--- config.mk ---
export PLATFORM = sky130hd
export DESIGN_NAME = multi_queue_shared_buffer
export DESIGN_NICKNAME = d
export VERILOG_FILES = /design/src/mqsb_pkg.sv /design/src/multi_queue_shared_buffer.sv /design/src/mqsb_slot_mem.sv /design/src/mqsb_queue_mem.sv
export SDC_FILE = /design/constraint.sdc
export NUM_CORES = 1
export LEC_CHECK = 0
export BUFFER_PORTS_ARGS = -buffer_cell sky130_fd_sc_hd__buf_2
export CAP_MARGIN = 10
export CORE_ASPECT_RATIO = 2
export CORE_MARGIN = 8
export CORE_UTILIZATION = 57
export CTS_CLUSTER_DIAMETER = 30
export DETAILED_ROUTE_END_ITERATION = 8
export PLACE_DENSITY = 0.74
export SLEW_MARGIN = 20
export SYNTH_ARGS = -nofsm -noshare
export SYNTH_HDL_FRONTEND = slang
export SYNTH_HIERARCHICAL = 1
export SYNTH_SLANG_ARGS = --single-unit
--- constraint.sdc ---
create_clock -name clk -period 11.8 [get_ports clk]
set_input_delay 0.59 -clock clk [delete_from_list [all_inputs] [get_ports clk]]
set_output_delay 0.59 -clock clk [all_outputs]
set_load 0.02 [all_outputs]
--- src/mqsb_pkg.sv ---
// Shared types and constants of the multi-queue shared buffer.
// No dependencies; imported by the RTL modules and the checker.
package mqsb_pkg;

  localparam int DATA_W = 32;
  localparam int QID_W  = 2;

  localparam logic                OP_ENQ   = 1'b0;
  localparam logic                OP_DEQ   = 1'b1;
  localparam logic [DATA_W-1:0]   MOST_NEG = 32'h8000_0000;

  typedef enum logic [1:0] {
    ST_OK       = 2'd0,
    ST_OVERFLOW = 2'd1,
    ST_EMPTY    = 2'd2
  } status_t;

endpackage

--- src/multi_queue_shared_buffer.sv ---
// An enqueue or any rejected operation reaches out_tvalid after the queue-table read; a good
// dequeue also waits on the slot-store read, and both wait longer while an earlier result stalls
// at out. One operation is in flight at a time, so a new one is taken only after the last one's
// result is registered at out. A new transaction is taken while the previous result waits at
// out. Reset (synchronous, rst_n low) empties every queue and chains all slots on the free list
// in order, with no clearing pass.
module multi_queue_shared_buffer import mqsb_pkg::*; #(
  parameter int SLOTS  = 16,
  parameter int QUEUES = 4
) (
  input  logic        clk,
  input  logic        rst_n,
  input  logic        in_tvalid,
  output logic        in_tready,
  input  logic [31:0] in_tdata,   // [31:0] data_in
  input  logic [2:0]  in_tuser,   // [0] op, [2:1] queue_id
  output logic        out_tvalid,
  input  logic        out_tready,
  output logic [31:0] out_tdata,  // [31:0] data_out
  output logic [1:0]  out_tuser   // [1:0] status
);

  localparam int IW = $clog2(SLOTS);
  localparam int QW = (QUEUES > 1) ? $clog2(QUEUES) : 1;

  typedef enum logic [1:0] {S_IDLE, S_LOOK, S_SLOT} state_t;

  state_t            state_r;
  logic              op_r;
  logic              q_ok_r;
  logic [QW-1:0]     qidx_r;
  logic [DATA_W-1:0] data_r;
  logic              free_nil_r;
  logic [IW-1:0]     free_idx_r;
  logic [IW:0]       fresh_cnt_r;
  logic              out_valid_r;
  logic [DATA_W-1:0] out_data_r;
  status_t           out_status_r;

  logic              in_acc, out_free;
  logic              in_op;
  logic [QID_W-1:0]  in_qid;
  logic              in_q_ok;

  logic              slot_rd_en;
  logic [IW-1:0]     slot_rd_addr;
  logic [DATA_W-1:0] slot_rd_data;
  logic [IW:0]       slot_rd_link;
  logic              link_we;
  logic [IW-1:0]     link_waddr;
  logic [IW:0]       link_wdata;

  logic [IW-1:0]     qt_head, qt_tail;
  logic              qt_valid;
  logic              qt_we;
  logic [IW-1:0]     qt_whead;
  logic              qt_wvalid;

  logic              q_empty, deq_go, enq_go, deq_fin, look_fin;
  logic              slot_fresh;
  logic [IW:0]       fresh_inc;
  logic [IW:0]       free_nxt;

  assign in_op   = in_tuser[0];
  assign in_qid  = in_tuser[2:1];
  assign in_q_ok = (int'(in_qid) < QUEUES);

  assign in_tready = (state_r == S_IDLE);
  assign in_acc    = in_tvalid && in_tready;
  assign out_free  = !out_valid_r || out_tready;

  assign q_empty  = !q_ok_r || !qt_valid;
  assign deq_go   = (state_r == S_LOOK) && (op_r == OP_DEQ) && !q_empty;
  assign look_fin = (state_r == S_LOOK) && !deq_go && out_free;
  assign enq_go   = look_fin && (op_r == OP_ENQ) && q_ok_r && !free_nil_r;
  assign deq_fin  = (state_r == S_SLOT) && out_free;

  // Slots at or above the fill count were never handed out and still chain in order.
  assign slot_fresh = ({1'b0, free_idx_r} >= fresh_cnt_r);
  assign fresh_inc  = {1'b0, free_idx_r} + (IW+1)'(1);
  always_comb begin
    if (slot_fresh) begin
      free_nxt = {fresh_inc == (IW+1)'(SLOTS), fresh_inc[IW-1:0]};
    end else begin
      free_nxt = slot_rd_link;
    end
  end

  // The read at acceptance fetches the free head's link; a dequeue then reads its head slot.
  assign slot_rd_en   = in_acc || deq_go;
  assign slot_rd_addr = (state_r == S_IDLE) ? free_idx_r : qt_head;

  // A tail slot's link is never followed, so an enqueue only patches the old tail.
  assign link_we    = (enq_go && qt_valid) || deq_fin;
  assign link_waddr = deq_fin ? qt_head : qt_tail;
  assign link_wdata = deq_fin ? {free_nil_r, free_idx_r} : {1'b0, free_idx_r};

  assign qt_we     = enq_go || deq_fin;
  assign qt_whead  = deq_fin ? slot_rd_link[IW-1:0] : (qt_valid ? qt_head : free_idx_r);
  assign qt_wvalid = deq_fin ? (qt_head != qt_tail) : 1'b1;

  mqsb_slot_mem #(.SLOTS(SLOTS)) u_slot_mem (
    .clk        (clk),
    .rd_en      (slot_rd_en),
    .rd_addr    (slot_rd_addr),
    .rd_data    (slot_rd_data),
    .rd_link    (slot_rd_link),
    .data_we    (enq_go),
    .data_waddr (free_idx_r),
    .data_wdata (data_r),
    .link_we    (link_we),
    .link_waddr (link_waddr),
    .link_wdata (link_wdata)
  );

  mqsb_queue_mem #(.QUEUES(QUEUES), .SLOTS(SLOTS)) u_queue_mem (
    .clk      (clk),
    .rst_n    (rst_n),
    .rd_en    (in_acc),
    .rd_addr  (QW'(in_qid)),
    .rd_head  (qt_head),
    .rd_tail  (qt_tail),
    .rd_valid (qt_valid),
    .we       (qt_we),
    .waddr    (qidx_r),
    .whead    (qt_whead),
    .wtail    (deq_fin ? qt_tail : free_idx_r),
    .wvalid   (qt_wvalid)
  );

  always_ff @(posedge clk) begin
    if (!rst_n) begin
      state_r     <= S_IDLE;
      free_nil_r  <= 1'b0;
      free_idx_r  <= '0;
      fresh_cnt_r <= '0;
      out_valid_r <= 1'b0;
    end else begin
      if (out_tready && !look_fin && !deq_fin) begin
        out_valid_r <= 1'b0;
      end
      unique case (state_r)
        S_IDLE: begin
          if (in_acc) begin
            state_r <= S_LOOK;
          end
        end
        S_LOOK: begin
          if (deq_go) begin
            state_r <= S_SLOT;
          end else if (look_fin) begin
            state_r     <= S_IDLE;
            out_valid_r <= 1'b1;
            if (op_r == OP_ENQ) begin
              out_data_r   <= '0;
              out_status_r <= enq_go ? ST_OK : ST_OVERFLOW;
            end else begin
              out_data_r   <= MOST_NEG;
              out_status_r <= ST_EMPTY;
            end
            if (enq_go) begin
              {free_nil_r, free_idx_r} <= free_nxt;
              if (slot_fresh) begin
                fresh_cnt_r <= fresh_inc;
              end
            end
          end
        end
        S_SLOT: begin
          if (deq_fin) begin
            state_r      <= S_IDLE;
            out_valid_r  <= 1'b1;
            out_data_r   <= slot_rd_data;
            out_status_r <= ST_OK;
            free_nil_r   <= 1'b0;
            free_idx_r   <= qt_head;
          end
        end
        default: begin
          state_r <= S_IDLE;
        end
      endcase
    end
  end

  always_ff @(posedge clk) begin
    if (in_acc) begin
      op_r   <= in_op;
      q_ok_r <= in_q_ok;
      qidx_r <= QW'(in_qid);
      data_r <= in_tdata;
    end
  end

  assign out_tvalid = out_valid_r;
  assign out_tdata  = out_data_r;
  assign out_tuser  = out_status_r;

endmodule

--- src/mqsb_slot_mem.sv ---
// Slot store: data words and next-slot links, one read port each.
// Depends on mqsb_pkg for the data width.
module mqsb_slot_mem import mqsb_pkg::*; #(
  parameter int SLOTS = 16,
  localparam int IW = $clog2(SLOTS)
) (
  input  logic              clk,
  input  logic              rd_en,
  input  logic [IW-1:0]     rd_addr,
  output logic [DATA_W-1:0] rd_data,
  output logic [IW:0]       rd_link,
  input  logic              data_we,
  input  logic [IW-1:0]     data_waddr,
  input  logic [DATA_W-1:0] data_wdata,
  input  logic              link_we,
  input  logic [IW-1:0]     link_waddr,
  input  logic [IW:0]       link_wdata
);

  logic [DATA_W-1:0] data_mem [SLOTS];
  // Bit IW of a link marks the null pointer.
  logic [IW:0]       link_mem [SLOTS];

  always_ff @(posedge clk) begin
    if (data_we) begin
      data_mem[data_waddr] <= data_wdata;
    end
    if (rd_en) begin
      rd_data <= data_mem[rd_addr];
    end
  end

  always_ff @(posedge clk) begin
    if (link_we) begin
      link_mem[link_waddr] <= link_wdata;
    end
    if (rd_en) begin
      rd_link <= link_mem[rd_addr];
    end
  end

endmodule

--- src/mqsb_queue_mem.sv ---
// Queue table: head and tail slot of every queue, plus a nonempty flag per queue.
// Depends on mqsb_pkg only through the common import style.
module mqsb_queue_mem import mqsb_pkg::*; #(
  parameter int QUEUES = 4,
  parameter int SLOTS  = 16,
  localparam int IW = $clog2(SLOTS),
  localparam int QW = (QUEUES > 1) ? $clog2(QUEUES) : 1
) (
  input  logic          clk,
  input  logic          rst_n,
  input  logic          rd_en,
  input  logic [QW-1:0] rd_addr,
  output logic [IW-1:0] rd_head,
  output logic [IW-1:0] rd_tail,
  output logic          rd_valid,
  input  logic          we,
  input  logic [QW-1:0] waddr,
  input  logic [IW-1:0] whead,
  input  logic [IW-1:0] wtail,
  input  logic          wvalid
);

  logic [2*IW-1:0] ptr_mem [QUEUES];
  logic            qv_r [QUEUES];

  always_ff @(posedge clk) begin
    if (we) begin
      ptr_mem[waddr] <= {whead, wtail};
    end
    if (rd_en) begin
      {rd_head, rd_tail} <= ptr_mem[rd_addr];
    end
  end

  // The flags clear on reset, so the pointer words need no clearing pass.
  always_ff @(posedge clk) begin
    if (!rst_n) begin
      for (int i = 0; i < QUEUES; i++) begin
        qv_r[i] <= 1'b0;
      end
      rd_valid <= 1'b0;
    end else begin
      if (we) begin
        qv_r[waddr] <= wvalid;
      end
      if (rd_en) begin
        rd_valid <= qv_r[rd_addr];
      end
    end
  end

endmodule

==> results.cfg, run 1 <==
[sta]
setup_viol = 0
tns_ns = 0
max_freq_mhz = 256.7
slew_headroom_pct = 28.06
post-route-min-period_ns = 3.896
hold_viol = 0
worstMarginPinSlew_ns = 1.073
slew_viol_final = 0
fin_crit_sh_pct = 33.01
rsz0062_at_grt = false
finClkSkew_ns = 0.02130

[setup_path]
arrival_ns = 4.25
crit_fanout = 81
r2r_slack_ns = 7.90
slowest_delay_ns = 0.91
worstSetupPathType = reg -> reg
slowest_stage = buf_4
path_cells = inv_1, ha_1, mux2_8, buf_4, mux4_2, a22oi_1, nand2_1
critPathRequiredTime_ns = 12.15
crit_path_start_kind = register
crit_path_end_kind = register

[drt]
routed_wirelength_um = 63220
first_pass_iters = 5
drc = 0
ant_nets = 0
vias_per_cell = 6.362
post_drt_wl_per_cell_um = 29.32
drt_iter0_markers = 1246
vias = 13716

[floorplan]
io_pins = 75
die_h_um = 332.7
initial_core_util_pct = 57.42
rows = 116
core_area_um2 = 49780
die_x_um = 174.4
fp.dieArea_um2 = 58010

[global_routing]
grt_antenna_before_repair = 1
first_global_vias = 14424
overflow = 0
grt_pass1_wl_um = 93080
grt_use_total_pct = 21.93
grt_max_degree = 105

[yosys]
ys_types = 52
avgSynthCellArea_um2 = 21.79
synthFlopType = edfxtp_1
ys_ff_latch = 756
syn-num-nets = 1360
synth.mux.area_fraction_pct = 13.33
synthAdderAreaFrac_pct = 0.3939
async_flop_share_pct = 0
synth_compound_area_share_pct = 2.788
yosysSeqAreaShare_pct = 78.82
netlist_area_um2 = 28590
synthSimpleGateAreaFrac_pct = 3.199
postSynthCellCount = 1312
ys_warn_count = 6
synth-edff-count = 739
synth-xor-area-share_pct = 0.1838
synth_top_family_by_area = multiplexers

[place]
dp_hpwl_um = 32990
place_congestion = 0.8491
port_buffers = 74

[status]
status = finished clean

[final_layout]
antenna_cells = 0
drive_gt1_share_pct = 29.06
final_util_pct = 65.64
area_delta_synth_final_pct = 14.30
layout.nets = 1487

[min_path]
hold_class = in -> reg

[clock_tree]
root_buffer = clkbuf_16
cts_tree = built
cts_made_buffers = 82
insertion_delay_ns = 0.63
htreeDepth = 3
clock_path_buffers = 3
cts_setup_buffers = 0
holdBufCountCts = 0
cts.clk_slew.worst_paths_ns = 0.07
cts.sinks = 756
cts_resized = 0

[power]
p_per_area_nw_per_um2 = 182.9
max-vdd-ir-drop_mv = 0.1131
power_leakage_nw = 10.49

[job]
maxCapViolCount = 0
-- cell usage in the layout (no fill, tap or decap), types with 7 or more instances in the layout --
master | netlist | layout
edfxtp_1 | 739 | 739
mux4_2 | 149 | 149
clkbuf_16 | 0 | 82
buf_2 | 7 | 74
a22oi_1 | 74 | 74
nand2_1 | 53 | 53
and2_1 | 34 | 32
buf_4 | 7 | 30
nor2_1 | 41 | 28
inv_6 | 0 | 20
dfxtp_1 | 17 | 17
nor2_4 | 0 | 13
mux2i_1 | 12 | 12
inv_1 | 11 | 11
mux2_2 | 11 | 10
nand3_1 | 8 | 8
ha_1 | 9 | 8
clkinv_1 | 0 | 8
inv_8 | 0 | 8
mux4_1 | 8 | 8
a21oi_1 | 7 | 7
nor3_1 | 11 | 7
nand2b_1 | 8 | 7
clkinv_2 | 0 | 7
bufinv_16 | 0 | 7
-- layout make-up --
class	count	area [µm²]
fillers	3083	17110
repair buffers	105	615.6
inverters	11	41.29
clock buffers	88	2074
flip-flops and latches	756	22530
multi-input cells	483	5864
clock inverters	64	737.0
well taps	649	812.0
-- layer usage --
layer	global-route usage, %	part of all wire [%]	vias to the layer above	routed length, µm
li1	-	-	5709	-
met1	25.48	35	7168	22260
met2	38.28	53	668	33640
met3	3.666	6.5	169	4120
met4	12.04	5.1	2	3194
met5	0	0.019	-	12
-- flip-flops by register name (all words and copies together) (netlist names), 5 cells and up --
register,count
u_slot_mem/rd_data,32
u_queue_mem/ptr_mem,32
u_slot_mem/link_mem,80
out_tdata,32
fresh_cnt_r,5
u_slot_mem/data_mem,512
u_slot_mem/rd_link,5
data_r,32
-- per-stage QoR --
| step | power, mW | instance area [µm²] | setup WS (ns) | hold WS, ns | instances |
|---|---|---|---|---|---|
| after detailed placement | 3.432 | 29850 | 7.714 | 0.4847 | 2004 |
| after CTS | 6.016 | 32670 | 7.705 | 0.1049 | 2156 |
| after floorplan | 3.327 | 28590 | 7.364 | 0.4326 | 1312 |
| after global placement | 3.422 | 29850 | 7.874 | 0.4545 | 2004 |
| after global routing | 6.124 | 32680 | 7.546 | 0.1176 | 2156 |
| final | 5.977 | 32680 | 7.904 | 0.1273 | 2156 |
-- path summary, 6_finish.rpt --
| kind | start | to | cells after the start |
|---|---|---|---|
| worst max-delay path | state_r[0]$_SDFFE_PN0P_ | u_slot_mem/rd_link[3]$_DFFE_PP_ | 7 |
| worst min-delay path | in_tdata[17] | data_r[17]$_DFFE_PP_ | 1 |
| worst max register to register | state_r[0]$_SDFFE_PN0P_ | u_slot_mem/rd_link[3]$_DFFE_PP_ | 7 |
| worst min register to register | fresh_cnt_r[4]$_SDFFE_PN0P_ | fresh_cnt_r[4]$_SDFFE_PN0P_ | 2 |
-- worst max-delay path: cells and delay by family, from the launching register on --
family	cells	cell delay, ns
flip-flops	1	0.33
AND/OR/NAND/NOR	1	0.09
multiplexers	2	1.14
AO/OA/AOI/OAI	1	0.49
buffers and inverters	2	1.04
adder cells (fa/ha/maj)	1	0.42
-- Yosys cell counts (8+ instances only) --
master    count  share of area, %
and2_1       34              0.74
mux2i_1      12              0.42
nor2_1       41              0.54
clkbuf_1     27              0.35
inv_1        11              0.14
nor3_1       11              0.19
mux4_1        8              0.74
dfxtp_1      17               1.2
a22oi_1      74               1.9
nand2b_1      8              0.18
nand3_1       8              0.14
buf_6         8              0.32
ha_1          9              0.39
edfxtp_1    739                78
mux2_2       11              0.43
buf_1        13              0.17
nand2_1      53              0.70
mux4_2      149                12
nor2b_1       8              0.18
-- power by group --
group	internal (mW)	total, mW	switching, mW
sequential	3.00	3.05	0.0432
combinational	0.143	0.328	0.185
clock	1.49	2.60	1.12
total	4.63	5.98	1.34
-- kinds of logic after synthesis --
family | after synthesis
DFF | 756
muxes | 180
AOI/OAI and AO/OA | 107
xor gates and xnor gates | 6
adders and majority gates | 9
and+or+nand+nor | 181
buffers and inverters | 73
(Power assumes the default switching activity.)
==> inputs of run 2 (changes only) <==
- CORE_UTILIZATION: 57 -> 56
- PLACE_DENSITY: 0.74 -> 0.76
- clock period: 11.8 -> 3.15 ns (I/O delays scaled with it)
==> results.cfg, run 2 (synthesis results as in run 1) <==
[status]
status = finished clean

[place]
port_buffers = 74
place_area_um2 = 30420
place_congestion = 0.8704
dp_slack_ns = 0.2420
dp_hpwl_um = 36900

[job]
maxCapViolCount = 0

[global_routing]
first_global_vias = 15210
grt_pass1_wl_um = 97120
grt_antenna_before_repair = 0
grt_use_total_pct = 22.65
grt_max_degree = 81
overflow = 0

[sta]
fin_crit_sh_pct = 93.58
rsz0062_at_grt = false
worstMarginPinSlew_ns = 0.8539
slew_viol_final = 0
finClkSkew_ns = 0.03532
slew_headroom_pct = 43.07
max_freq_mhz = 339.2
post-route-min-period_ns = 2.948
tns_ns = 0
hold_viol = 0
setup_viol = 0
finalWorstSetupSlack_ns = 0.2022

[drt]
first_pass_iters = 6
vias = 14063
drt_iter0_markers = 1436
ant_nets = 0
vias_per_cell = 6.284
post_drt_wl_per_cell_um = 29.51
drc = 0
routed_wirelength_um = 66040

[min_path]
hold_depth = 2
hold_class = in -> reg
worstHoldStart = in_tdata[17]
holdPathEnd = data_r[17]$_DFFE_PP_

[power]
p_per_area_nw_per_um2 = 681.7
power_leakage_nw = 10.95
combPwrFrac_pct = 5.9
max-vdd-ir-drop_mv = 0.5131
finalPower_mw = 23.00
p_int_mw = 17.91
power_switching_mw = 5.086
clkPwrFrac_pct = 44.4
switching_share_pct = 22.11
pwr-share-seq_pct = 49.7

[floorplan]
die_h_um = 335.5
rows = 117
io_pins = 75
initial_core_util_pct = 56.44
die_x_um = 175.8
core_area_um2 = 50650
fp.dieArea_um2 = 58970

[clock_tree]
root_buffer = clkbuf_16
cts_resized = 0
clock_path_buffers = 3
cts_tree = built
insertion_delay_ns = 0.62
cts.clk_slew.worst_paths_ns = 0.06
htreeDepth = 3
cts_made_buffers = 83
cts.sinks = 756

[final_layout]
area_delta_synth_final_pct = 18.01
drive_gt1_share_pct = 30.30
final_cell_mix = 739 x edfxtp_1, 149 x mux4_2, 86 x clkbuf_16, 74 x buf_2, 74 x a22oi_1
top_register = u_slot_mem/data_mem
layout.nets = 1566
final_cell_area_um2 = 33740
antenna_cells = 0
layout_commonest_cell = edfxtp_1
largest_reg_flops = 512
top_regs = u_slot_mem/data_mem: 512 flops, u_slot_mem/link_mem: 80 flops

[setup_path]
crit_path_start_kind = register
worstSetupPathType = reg -> reg
critPathRequiredTime_ns = 3.50
crit_path_end_kind = register
reg2reg_depth = 7
crit_fanout = 80
worstReg2RegEnd = u_slot_mem/rd_data[21]$_DFFE_PP_
arrival_ns = 3.30
reg2reg_from = state_r[0]$_SDFFE_PN0P_
r2r_slack_ns = 0.20
run 2: changes by cell type in the layout (fill, tap and decap cells not counted), sizes merged:
cell / change
buf: +39
bufinv: +4
clkbuf: +2
clkinvlp: +1
dlygate4sd3: +39
inv: -8
run 2: final cells by class:
| type | count | area (µm²) |
|---|---|---|
| Fill cell | 3158 | 16910 |
| Sequential cell | 756 | 22530 |
| Inverter | 11 | 41.29 |
| Clock buffer | 90 | 2167 |
| Multi-Input combinational cell | 483 | 5879 |
| Timing Repair Buffer | 183 | 1536 |
| Clock inverter | 61 | 763.2 |
| Tap cell | 654 | 818.3 |
run 2: power by group through the flow:
stage	clock, mW	combinational [mW]	sequential [mW]
6_report	10.2	1.35	11.4
5_1_grt	10.7	1.44	11.4
4_1_cts	10.3	1.35	11.4
3_5_place_dp	0	1.29	11.6
3_3_place_gp	0	1.26	11.6
2_1_floorplan	0	0.888	11.6
run 2: through the flow:
stage               cells  hold slack (ns)  util, %
floorplan            1312           0.2564        -
CTS                  2238           0.2229    66.61
detailed placement   2048           0.3356    60.05
global route         2238           0.2382    66.61
finish               2238           0.2452    66.61
global placement     2048           0.3339    60.05
run 2: how the worst max path moves through the flow:
stage | startpoint | endpoint | slack, ns | cells past startpoint
after floorplan | state_r[1]$_SDFFE_PN0P_ | u_slot_mem/data_mem[1][0]$_DFFE_PP_ | -0.43 | 7
after global placement | state_r[0]$_SDFFE_PN0P_ | u_slot_mem/rd_link[1]$_DFFE_PP_ | 0.29 | 7
after detailed placement | state_r[0]$_SDFFE_PN0P_ | u_slot_mem/rd_data[21]$_DFFE_PP_ | 0.24 | 7
after CTS | state_r[0]$_SDFFE_PN0P_ | u_slot_mem/rd_link[1]$_DFFE_PP_ | 0.23 | 7
after global routing | state_r[0]$_SDFFE_PN0P_ | u_slot_mem/rd_data[21]$_DFFE_PP_ | 0.08 | 7
final | state_r[0]$_SDFFE_PN0P_ | u_slot_mem/rd_data[21]$_DFFE_PP_ | 0.20 | 7
run 2: what timing repair did:
action / 4_1_cts / 5_1_grt
hold buffers: 39 / 0
endpoints found under the hold margin: 46 / 0
buffers inserted: 0 / 0
run 2: metal layers:
metal	vias to the layer above	GRT usage [%]	wire, µm
li1	5867	-	-
met1	7297	24.90	21950
met2	687	40.95	36500
met3	212	3.659	4266
met4	0	12.68	3326
met5	-	0	0
run 2: critical path, cell delays in order, from the launching register on:
cell and delay (ns):
dfxtp_1 0.35, inv_1 0.08, ha_1 0.34, mux2_8 0.79
buf_4 0.35, mux4_2 0.34, a22oi_1 0.29, nand2_1 0.08
